File: src/design/alar_pkg.sv
// Shared widths, constants, register codes and types for the resampler.
`timescale 1ns / 1ps

package alar_pkg;

  // Field widths
  localparam int SampleW = 16;
  localparam int FillW   = 16;
  localparam int StepW   = 32;
  localparam int FracW   = 28;
  localparam int AdjW    = 31;
  localparam int AdjFracW = 30;
  localparam int CfgIdxW = 8;
  localparam int CfgDataW = 32;

  // Output cap per input frame
  localparam int MaxOuts = 64;
  localparam int CntW    = $clog2(MaxOuts);

  // Rate control: adjustment is 1 + (fill - target) / (RateDiv * target)
  localparam int RateDiv = 200;
  localparam int DenW    = FillW + 8;
  localparam int MagW    = FillW;
  localparam int DvdW    = MagW + AdjFracW;

  // Q4.28 and Q1.30 constants
  localparam logic [StepW-1:0] OneQ28      = 32'h1000_0000;
  localparam logic [AdjW-1:0]  AdjOne      = 31'h4000_0000;
  localparam logic [AdjW-1:0]  AdjMin      = 31'd1063004405;
  localparam logic [AdjW-1:0]  AdjMax      = 31'd1084479242;
  localparam logic [DvdW-1:0]  AdjSpanLo   = DvdW'(AdjOne - AdjMin);
  localparam logic [DvdW-1:0]  AdjSpanHi   = DvdW'(AdjMax - AdjOne);

  // Register reset values
  localparam logic [StepW-1:0] BaseStepRst = 32'h1000_0000;
  localparam logic [FillW-1:0] TargetRst   = 16'd1440;

  // Configuration register indexes
  localparam logic [CfgIdxW-1:0] CfgBaseStep    = 8'd0;
  localparam logic [CfgIdxW-1:0] CfgTargetFrames = 8'd1;

  // Step recompute request from the sequencer
  typedef struct packed {
    logic             start;
    logic [FillW-1:0] fill_level;
    logic [FillW-1:0] target_frames;
  } alar_step_req_t;

endpackage

File: src/design/alar_lane.sv
// One channel of linear interpolation: registered multiply, then truncating scale.
`timescale 1ns / 1ps

module alar_lane (
  input  logic                               clk,
  input  logic                               issue,
  input  logic signed [alar_pkg::SampleW-1:0] prev,
  input  logic signed [alar_pkg::SampleW-1:0] cur,
  input  logic [alar_pkg::FracW-1:0]         frac,
  output logic signed [alar_pkg::SampleW-1:0] result
);

  localparam int DiffW = alar_pkg::SampleW + 1;
  localparam int ProdW = DiffW + alar_pkg::FracW + 1;
  localparam int NumW  = ProdW + 1;

  logic signed [DiffW-1:0]            diff;
  logic signed [ProdW-1:0]            prod_r;
  logic signed [alar_pkg::SampleW-1:0] prev_r;
  logic signed [NumW-1:0]             num;
  logic signed [NumW-1:0]             base_w;
  logic                               round_up;

  assign diff = DiffW'(cur) - DiffW'(prev);

  // Stage 1: slope times fraction
  always_ff @(posedge clk) begin
    if (issue) begin
      prod_r <= diff * $signed({1'b0, frac});
      prev_r <= prev;
    end
  end

  // prev * 2^28 + product, then divide by 2^28 toward zero
  assign base_w   = {{(NumW - alar_pkg::SampleW - alar_pkg::FracW){prev_r[alar_pkg::SampleW-1]}},
                     prev_r, {alar_pkg::FracW{1'b0}}};
  assign num      = base_w + NumW'(prod_r);
  assign round_up = num[NumW-1] && (num[alar_pkg::FracW-1:0] != '0);
  assign result   = num[alar_pkg::FracW +: alar_pkg::SampleW]
                  + {{(alar_pkg::SampleW-1){1'b0}}, round_up};

endmodule

File: config.mk
export PLATFORM = sky130hd
export DESIGN_NAME = alar_lane
export DESIGN_NICKNAME = d
export VERILOG_FILES = /design/src/design/alar_pkg.sv /design/src/design/alar_lane.sv
export SDC_FILE = /design/constraint.sdc
export NUM_CORES = 1
export LEC_CHECK = 0
export ABC_CLOCK_PERIOD_IN_PS = 33000
export CAP_MARGIN = 15
export CORE_MARGIN = 1.5
export CORE_UTILIZATION = 50
export CTS_CLUSTER_DIAMETER = 200
export DETAILED_ROUTE_END_ITERATION = 10
export DONT_BUFFER_PORTS = 1
export GPL_TIMING_DRIVEN = 0
export PLACE_DENSITY = 0.67
export SETUP_SLACK_MARGIN = 0.3
export SLEW_MARGIN = 20
export SYNTH_ARGS = -nofsm -noshare
export SYNTH_HDL_FRONTEND = slang
export SYNTH_SLANG_ARGS = --single-unit
export TNS_END_PERCENT = 10
File: constraint.sdc
create_clock -name clk -period 33 [get_ports clk]
set_input_delay 9.9 -clock clk [delete_from_list [all_inputs] [get_ports clk]]
set_output_delay 9.9 -clock clk [all_outputs]
set_load 0.01 [all_outputs]
==> results_dict.tcl <==
set metrics [dict create \
    detail-route-antenna-nets 0 \
    cts_resized 0 \
    die_x_um 204 \
    final_cell_area_sq_um 21200 \
    path_common_cell "fa_1" \
    cts_sinks 62 \
    port_buffers 0 \
    grt_max_degree 63 \
    cts-root-buf "clkbuf_16" \
    grt_overflow 0 \
    place_ws_ps 13650 \
    crit_slowest_cell "xnor2_2" \
    rsz0062_at_grt "false" \
    drv_slew 0 \
    status "finished, final reports clean" \
    worstSetupPathType "in -> reg" \
    final_common_cell "inv_1" \
    cts_hold_buffers 0 \
    coreArea_sq_um 39700 \
    grtUsageTotal_pct 27.0 \
    cap_violations 0 \
    crit_start "cur[0]" \
    antenna_cells 0 \
    cp_data_arrival_time_ps 19120 \
    max_freq_ghz 0.0526 \
    nNetsFinal 2906 \
    instances_no_fill 2797 \
    syn_nets 2892 \
    syn_area_sq_um 20100 \
    synth_top_flop_cell "edfxtp_1" \
    grt_pass1_wl_um 86400 \
    syn_inst 2253 \
    synth_area_leader_cell "fa_1" \
    die_area_sq_um 41500 \
    cts_tree "done" \
    clockBufferDepth 2 \
    nFillCells 3680 \
    yosys-top-cells-area "fa_1 39%, ha_1 12%, inv_1 9.5%, edfxtp_1 9.2%, nand2_1 6.1%" \
    ys_seq_area_share_pct 9.25 \
    io-pin-count 78 \
    synth-edff-count 62 \
    slowest_delay_ps 750 \
    async_reset_ff_share_pct 0 \
    die_y_um 204 \
    synth_cell_types 81 \
    max_slew_margin_pct 34.9 \
    setup_viol 0 \
    vias 15200 \
    fin_tns_setup_ps 0 \
    viasPerCell 5.45 \
    place.gp.congestion 0.938 \
    areaGrowthSynthToFinish_pct 5.34 \
    post_cts_buffers 0 \
    grt_pass1_vias 16200 \
    final_cell_mix "510 x inv_1, 391 x fa_1, 329 x nand2_1" \
    clkTransAtPathRegs_ps 50 \
    drc 0 \
    drt_pass1_iterations 5 \
    ys_ff_latch 62 \
    period_needed_ps 19010 \
    place_inst 2781 \
    first_iter_violations 1043 \
    yosysWarningCount 0 \
    regArea_sq_um 1860 \
    synth.top_cell.area_share_pct 38.9 \
    path_max_fanout 10 \
    multi_input_area_sq_um 16100 \
    syn_avg_cell_area_sq_um 8.94 \
    drive_above_1_share_pct 3.48 \
    cp-endpoint "prod_r[39]" \
    cp-end-kind "register" \
    wl_per_cell_um 19.1 \
    wirelength_um 53300 \
    hold_viol_final 0 \
    finalWorstSetupSlack_ps 13990 \
    rows 73 \
    antenna_found_initial 0 \
    hold_path.class "in -> reg" \
    start_kind "input pin" \
    initial_core_util_pct 50.7 \
    placed_area_sq_um 20900 \
    hpwl_um 45200 \
    worstPathRequired_ps 33110 \
    tightest_slew_ps 973 \
    htree_num_levels 3 \
    cts_made_buffers 9 \
    fin_crit_sh_pct 57.6 \
]
registers in the layout, summed over array words and instances (netlist names):
name and cells:
prod_r 46, prev_r 16
metrics by stage:
stage / hold WS [ps] / util (%)
after CTS: 9650 / 53.4
after detailed placement: 10000 / 52.6
after floorplan: 10000 / -
final: 9660 / 53.4
after global placement: 10000 / 52.3
after global routing: 9650 / 53.4
layout make-up:
cell class	count	share of cell area [%]
clock inverters	7	0.348
multi-input cells	1592	75.9
flip-flops and latches	62	8.78
inverters	510	9.02
clock buffers	9	1.06
well taps	525	3.10
repair buffers	3	0.159
plain buffers	89	1.59
cells by family after synthesis:
logic type,count (synthesis),share of synthesized area [%]
AO/OA/AOI/OAI,207,7.12
AND/OR/NAND/NOR,709,17.5
XOR/XNOR,67,2.91
adder cells (fa/ha/maj),577,50.4
buffers and inverters,599,11.2
flip-flops,62,9.25
multiplexers,32,1.63
how the worst min path moves through the flow:
stage / start / end / depth (start not counted) / slack [ps]
after global placement: prev[15] / prev_r[15] / 0 / 10000
final: prev[15] / prev_r[15] / 0 / 9660
after global routing: prev[15] / prev_r[15] / 0 / 9650
after floorplan: prev[0] / prev_r[0] / 0 / 10000
after CTS: prev[15] / prev_r[15] / 0 / 9650
after detailed placement: prev[15] / prev_r[15] / 0 / 10000
cell usage after synthesis (all sizes together), types with 7 or more instances:
master / n
nand2: 329
and2: 88
o21ai: 37
a211oi: 14
nand3: 16
and3: 8
clkbuf: 75
fa: 391
a21o: 25
nor4: 11
nand2b: 36
o21bai: 9
mux2i: 25
or3b: 8
edfxtp: 62
or2: 13
buf: 14
nor2: 65
mux2: 7
ha: 186
xnor2: 46
xor2: 21
nor3b: 25
nor3: 26
o21a: 9
a21oi: 57
nor2b: 66
inv: 510
layer usage:
layer,vias to the layer above,track usage [%],wire (um)
met4,0,8.92,1830
met2,560,44.7,25000
met3,97,4.07,3840
met5,-,0,0
met1,7639,36.2,22700
li1,6945,-,-
worst max-delay path: cells and delay by family:
kind            cells  cell delay, ps
compound gates      8            2610
xor+xnor            1             750
fa+ha+maj           9            4030
buf+inv             5             710
simple gates        7            1110
Power is left out: the tool's default activity adds up to more than one toggle a clock period on the data nets, which glitch-free logic cannot reach.
