==> src/design/alar_pkg.sv <==
// Shared widths, constants, register codes and types for the resampler.
`timescale 1ns / 1ps

package alar_pkg;

  // Field widths
  localparam int SampleW = 16;
  localparam int FillW   = 16;
  localparam int StepW   = 32;
  localparam int FracW   = 28;
  localparam int AdjW    = 31;
  localparam int AdjFracW = 30;
  localparam int CfgIdxW = 8;
  localparam int CfgDataW = 32;

  // Output cap per input frame
  localparam int MaxOuts = 64;
  localparam int CntW    = $clog2(MaxOuts);

  // Rate control: adjustment is 1 + (fill - target) / (RateDiv * target)
  localparam int RateDiv = 200;
  localparam int DenW    = FillW + 8;
  localparam int MagW    = FillW;
  localparam int DvdW    = MagW + AdjFracW;

  // Q4.28 and Q1.30 constants
  localparam logic [StepW-1:0] OneQ28      = 32'h1000_0000;
  localparam logic [AdjW-1:0]  AdjOne      = 31'h4000_0000;
  localparam logic [AdjW-1:0]  AdjMin      = 31'd1063004405;
  localparam logic [AdjW-1:0]  AdjMax      = 31'd1084479242;
  localparam logic [DvdW-1:0]  AdjSpanLo   = DvdW'(AdjOne - AdjMin);
  localparam logic [DvdW-1:0]  AdjSpanHi   = DvdW'(AdjMax - AdjOne);

  // Register reset values
  localparam logic [StepW-1:0] BaseStepRst = 32'h1000_0000;
  localparam logic [FillW-1:0] TargetRst   = 16'd1440;

  // Configuration register indexes
  localparam logic [CfgIdxW-1:0] CfgBaseStep    = 8'd0;
  localparam logic [CfgIdxW-1:0] CfgTargetFrames = 8'd1;

  // Step recompute request from the sequencer
  typedef struct packed {
    logic             start;
    logic [FillW-1:0] fill_level;
    logic [FillW-1:0] target_frames;
  } alar_step_req_t;

endpackage

==> src/design/alar_step_unit.sv <==
// Step recompute unit: serial divider, clamp and step multiply.
`timescale 1ns / 1ps

module alar_step_unit (
  input  logic                         clk,
  input  logic                         rst_n,
  input  alar_pkg::alar_step_req_t     req,
  input  logic [alar_pkg::StepW-1:0]   base_step,
  output logic                         done,
  output logic [alar_pkg::StepW-1:0]   step
);

  localparam logic [2:0] SuIdle = 3'd0;
  localparam logic [2:0] SuDiv  = 3'd1;
  localparam logic [2:0] SuAdj  = 3'd2;
  localparam logic [2:0] SuMul  = 3'd3;
  localparam logic [2:0] SuDone = 3'd4;

  localparam int DivCntW = $clog2(alar_pkg::DvdW);
  localparam int ProdW   = alar_pkg::StepW + alar_pkg::AdjW;

  logic [2:0]                      st_r, st_nxt;
  logic [DivCntW-1:0]              cnt_r, cnt_nxt;
  logic [alar_pkg::DenW-1:0]       den_r, den_nxt;
  logic [alar_pkg::DenW-1:0]       rem_r, rem_nxt;
  logic [alar_pkg::DvdW-1:0]       dvd_r, dvd_nxt;
  logic                            neg_r, neg_nxt;
  logic [alar_pkg::AdjW-1:0]       adj_r, adj_nxt;
  logic [ProdW-1:0]                prod_r, prod_nxt;

  logic [alar_pkg::FillW-1:0]      tgt_fix;
  logic signed [alar_pkg::FillW:0] delta;
  logic [alar_pkg::FillW:0]        delta_abs;
  logic [alar_pkg::DenW:0]         trial;
  logic                            qbit;

  // Zero target counts as one; signed distance from target
  assign tgt_fix   = (req.target_frames == '0) ? alar_pkg::FillW'(1) : req.target_frames;
  assign delta     = $signed({1'b0, req.fill_level}) - $signed({1'b0, tgt_fix});
  assign delta_abs = delta[alar_pkg::FillW] ? (~delta + 1'b1) : delta;

  // Restoring divide step
  assign trial = {rem_r, dvd_r[alar_pkg::DvdW-1]};
  assign qbit  = (trial >= {1'b0, den_r});

  always_comb begin
    st_nxt   = st_r;
    cnt_nxt  = cnt_r;
    den_nxt  = den_r;
    rem_nxt  = rem_r;
    dvd_nxt  = dvd_r;
    neg_nxt  = neg_r;
    adj_nxt  = adj_r;
    prod_nxt = prod_r;
    unique case (st_r)
      SuIdle: begin
        if (req.start) begin
          den_nxt = alar_pkg::DenW'(tgt_fix) * alar_pkg::DenW'(alar_pkg::RateDiv);
          dvd_nxt = {delta_abs[alar_pkg::MagW-1:0], {alar_pkg::AdjFracW{1'b0}}};
          neg_nxt = delta[alar_pkg::FillW];
          rem_nxt = '0;
          cnt_nxt = '0;
          st_nxt  = SuDiv;
        end
      end
      SuDiv: begin
        rem_nxt = qbit ? alar_pkg::DenW'(trial - {1'b0, den_r})
                       : trial[alar_pkg::DenW-1:0];
        dvd_nxt = {dvd_r[alar_pkg::DvdW-2:0], qbit};
        cnt_nxt = cnt_r + 1'b1;
        if (cnt_r == DivCntW'(alar_pkg::DvdW - 1)) begin
          st_nxt = SuAdj;
        end
      end
      SuAdj: begin
        // Clamp adjustment to [0.99, 1.01]
        if (neg_r) begin
          adj_nxt = (dvd_r > alar_pkg::AdjSpanLo) ? alar_pkg::AdjMin
                  : alar_pkg::AdjOne - dvd_r[alar_pkg::AdjW-1:0];
        end else begin
          adj_nxt = (dvd_r > alar_pkg::AdjSpanHi) ? alar_pkg::AdjMax
                  : alar_pkg::AdjOne + dvd_r[alar_pkg::AdjW-1:0];
        end
        st_nxt = SuMul;
      end
      SuMul: begin
        prod_nxt = ProdW'(base_step) * ProdW'(adj_r);
        st_nxt   = SuDone;
      end
      SuDone: begin
        st_nxt = SuIdle;
      end
      default: begin
        st_nxt = SuIdle;
      end
    endcase
  end

  always_ff @(posedge clk) begin
    if (!rst_n) begin
      st_r  <= SuIdle;
      cnt_r <= '0;
    end else begin
      st_r  <= st_nxt;
      cnt_r <= cnt_nxt;
    end
  end

  always_ff @(posedge clk) begin
    den_r  <= den_nxt;
    rem_r  <= rem_nxt;
    dvd_r  <= dvd_nxt;
    neg_r  <= neg_nxt;
    adj_r  <= adj_nxt;
    prod_r <= prod_nxt;
  end

  // Shift right by 30, saturate to 32 bits
  assign done = (st_r == SuDone);
  assign step = prod_r[ProdW-1] ? '1 : prod_r[ProdW-2:alar_pkg::AdjFracW];

endmodule

==> config.mk <==
export PLATFORM = sky130hd
export DESIGN_NAME = alar_step_unit
export DESIGN_NICKNAME = d
export VERILOG_FILES = /design/src/design/alar_pkg.sv /design/src/design/alar_step_unit.sv
export SDC_FILE = /design/constraint.sdc
export NUM_CORES = 2
export LEC_CHECK = 0
export ABC_AREA = 1
export BUFFER_PORTS_ARGS = -buffer_cell sky130_fd_sc_hd__buf_2
export CAP_MARGIN = 20
export CELL_PAD_IN_SITES_DETAIL_PLACEMENT = 1
export CELL_PAD_IN_SITES_GLOBAL_PLACEMENT = 1
export CORE_MARGIN = 2
export CORE_UTILIZATION = 25
export CTS_CLUSTER_SIZE = 12
export DETAILED_ROUTE_END_ITERATION = 16
export GPL_TIMING_DRIVEN = 0
export MAX_ROUTING_LAYER = met4
export PLACE_DENSITY = 0.55
export SETUP_SLACK_MARGIN = 0.02
export SYNTH_ARGS = -nofsm -noshare
export SYNTH_HDL_FRONTEND = slang
export SYNTH_SLANG_ARGS = --single-unit
==> constraint.sdc <==
create_clock -name clk -period 15.04 [get_ports clk]
set_input_delay 0.752 -clock clk [delete_from_list [all_inputs] [get_ports clk]]
set_output_delay 0.752 -clock clk [all_outputs]
set_load 0.05 [all_outputs]
==> summary.md <==
| Metric | Value |
|---|---|
| Largest net degree at the start of global routing | 63 |
| CP arrival | approximately 9.1 ns |
| Syn Inst Count | 5832 |
| Routability cong. | between 0.9 and 1 |
| Number of global-route vias before repair | 41000 |
| Mean cell area of the mapped netlist | 7.75 µm² |
| Worst-Skew Late Latency | about 0.48 ns |
| WL per Instance | approximately 23 µm |
| DRC | 0 |
| Critical path class | in -> reg |
| Layout filler cell count | 22100 |
| Syn nets | roughly 7000 |
| Die height | between 400 and 500 µm |
| Tmin final | 8.91 ns |
| Nets | about 7300 |
| Worst slew pin tran | around 1.3 ns |
| DR vias | ~38000 |
| Postcts setup bufs | 0 |
| Core ar. | approximately 180000 µm² |
| Hold-fix buffers at CTS | 0 |
| Commonest non-fill, non-tap cells in the layout | inv_1, nand2_1, fa_1, ha_1, nor2_1 |
| CTS Buf Count | 17 |
| Die area | between 150000 and 200000 µm² |
| Setup crit end kind | flip-flop |
| CP Launch Type | primary input |
| Num rows | 156 |
| Global-route wire length before repair | between 200000 and 300000 µm |
| H-tree level count | 4 |
| Total routed wirelength | 188000 µm |
| Worst endpoint required time | around 15 ns |
| Ys flop type | edfxtp_1 |
| Final worst-path cycle share | 0.592 |
| Mapped cell area | between 40000 and 50000 µm² |
| CTS resizes | 0 |
| Final ANT Viol Nets | 0 |
| RSZ-0062 raised after global routing | false |
| Synth async-reset ratio | 0 |
| Initial antenna violation count | 6 |
| Synth warn | 0 |
| Clock Tree Buf Depth | 2 |
| Root buf cell | clkbuf_16 |
| Placed instance count | 8330 |
| Final instance area | approximately 50000 µm² |
| Crit-path max FO | 10 |
| Fin. Hold Viols | 0 |
| Fraction of layout cells with a size suffix above 1 | 0.0412 |
| HP Class | reg -> reg |
| DP HPWL | between 150000 and 200000 µm |
| Status | finished, final reports clean |
| Endpoints failing setup | 0 |
| Commonest non-fill, non-tap cell in the layout | inv_1 |
| CTS clk-pin slew, worst paths | approximately 0.07 ns |
| Sink Count | between 150 and 200 |
| Setup TNS | 0 ns |
| Hold Crit Depth | 2 |
| Synth-to-Final Area Change | 10.2% |
| Reg2reg setup slack | roughly 6.2 ns |
| Hold Slack | between 0.4 and 0.5 ns |
| Post-synth cell types | 53 |
| Total global routing overflow | 0 |
| Maximum clock frequency | around 110 MHz |
| Max Slew Vio Count | 0 |
| CTS tree | done |
| I/O Buffers | 99 |
| GRT Total Usage | 0.212 |
| Starting Density | 0.251 |
| Boundary Pins | 100 |
| Seq/Total Area, Yosys | 0.108 |
| Post-Layout Cell Count | around 8400 |
| DRT iter0 DRCs | 1998 |
| Slew Limit Headroom | 0.156 |
| Placed instance area | a little under 50000 µm² |
| Reg2reg path depth | 25 |
| Clock Skew | approximately 0.012 ns |
| Vias per cell | approximately 4.5 |
| Post-synth EDFFs | roughly 160 |
| Max Cap Viol | 0 |
| Die X | between 400 and 500 µm |
| #FFs+latches synth | 165 |
| DRT Pass-1 Iters | 5 |
-- state kept, by name (all words and copies together), names as in the netlist --
signal,flops
dvd_r,46
prod_r,33
adj_r,31
rem_r,24
den_r,21
cnt_r,6
st_r,3
neg_r,1
-- worst max-delay path, stage by stage --
cell,delay (ns)
buf_2,0.17
clkbuf_1,0.78
clkbuf_1,0.74
nand2_1,0.20
fa_1,0.62
fa_1,0.44
inv_1,0.07
ha_1,0.13
inv_1,0.05
fa_1,0.51
fa_1,0.51
inv_1,0.06
fa_1,0.51
fa_1,0.59
inv_1,0.10
fa_1,0.54
inv_1,0.10
ha_1,0.39
nand2_1,0.10
nor2_1,0.09
inv_1,0.10
nor2_1,0.26
nand3_1,0.11
o21ai_0,0.61
nand3_1,0.28
nand3_1,0.16
nand2_1,0.11
-- synthesized netlist by cell type (4+ instances only) --
master	instances	area, µm²
o21ai_0	104	521
o21bai_1	15	113
o21a_1	17	128
nand4_1	34	213
buf_4	4	30.0
o21ai_1	15	75.1
o211ai_1	5	37.5
xnor2_1	16	140
edfxtp_1	156	4680
xor2_1	62	543
nand3_1	118	591
inv_2	6	22.5
buf_2	7	35.0
inv_1	1764	6620
nor4_1	15	93.8
clkbuf_1	201	754
or2_2	34	213
nor2_1	247	927
a21boi_0	6	45.0
nand3b_1	4	30.0
ha_1	353	4420
nand2_1	1494	5610
fa_1	878	17600
a211oi_1	5	37.5
a21o_1	16	120
dfxtp_1	9	180
a31oi_1	19	119
nor3_1	30	150
nor2_4	5	56.3
a21oi_1	153	766
-- final cells by class --
type,instances,area (µm²),share of cell area
sequential,165,4860,0.0977
clock inverter,14,116,0.00234
inverter,1771,6650,0.134
buffer,216,842,0.0169
antenna,2,5.00,0.000100
clock buffer,17,425,0.00854
multi-input combinational,3680,32900,0.660
timing repair buffer,134,1080,0.0218
tap,2370,2970,0.0595
-- stage by stage --
stage                     utilization  setup slack [ns]
after floorplan                     -              7.94
after global placement          0.270              5.68
after detailed placement        0.273              5.66
after CTS                       0.276              6.16
after global routing            0.276              5.82
final                           0.276              6.13
-- per-layer routing --
layer	routed length, µm	track usage
met5	0	-
met4	10700	0.102
met3	7110	0.0195
met2	92300	0.357
met1	78300	0.256
-- worst paths after layout --
check | from | end
worst max-delay path | base_step[1] | prod_r[58]$_DFFE_PP_
worst min-delay path | cnt_r[5]$_SDFFE_PN0P_ | cnt_r[5]$_SDFFE_PN0P_
worst max register to register | adj_r[8]$_DFFE_PN_ | prod_r[58]$_DFFE_PP_
worst min register to register | cnt_r[5]$_SDFFE_PN0P_ | cnt_r[5]$_SDFFE_PN0P_
-- cell families (layout without fill, tap and decap cells) --
logic type | after synthesis | after routing | synth area share
AND/OR/NAND/NOR | 2001 | 2001 | 0.179
buffers and inverters | 1987 | 2152 | 0.166
adder cells (fa/ha/maj) | 1231 | 1231 | 0.487
AO/OA/AOI/OAI | 369 | 369 | 0.0461
flip-flops | 165 | 165 | 0.108
XOR/XNOR | 79 | 79 | 0.0155
other | 0 | 2 | 0
Power is not shown: default switching activity piles up to over one toggle a cycle in this logic, so the estimate is an artifact.
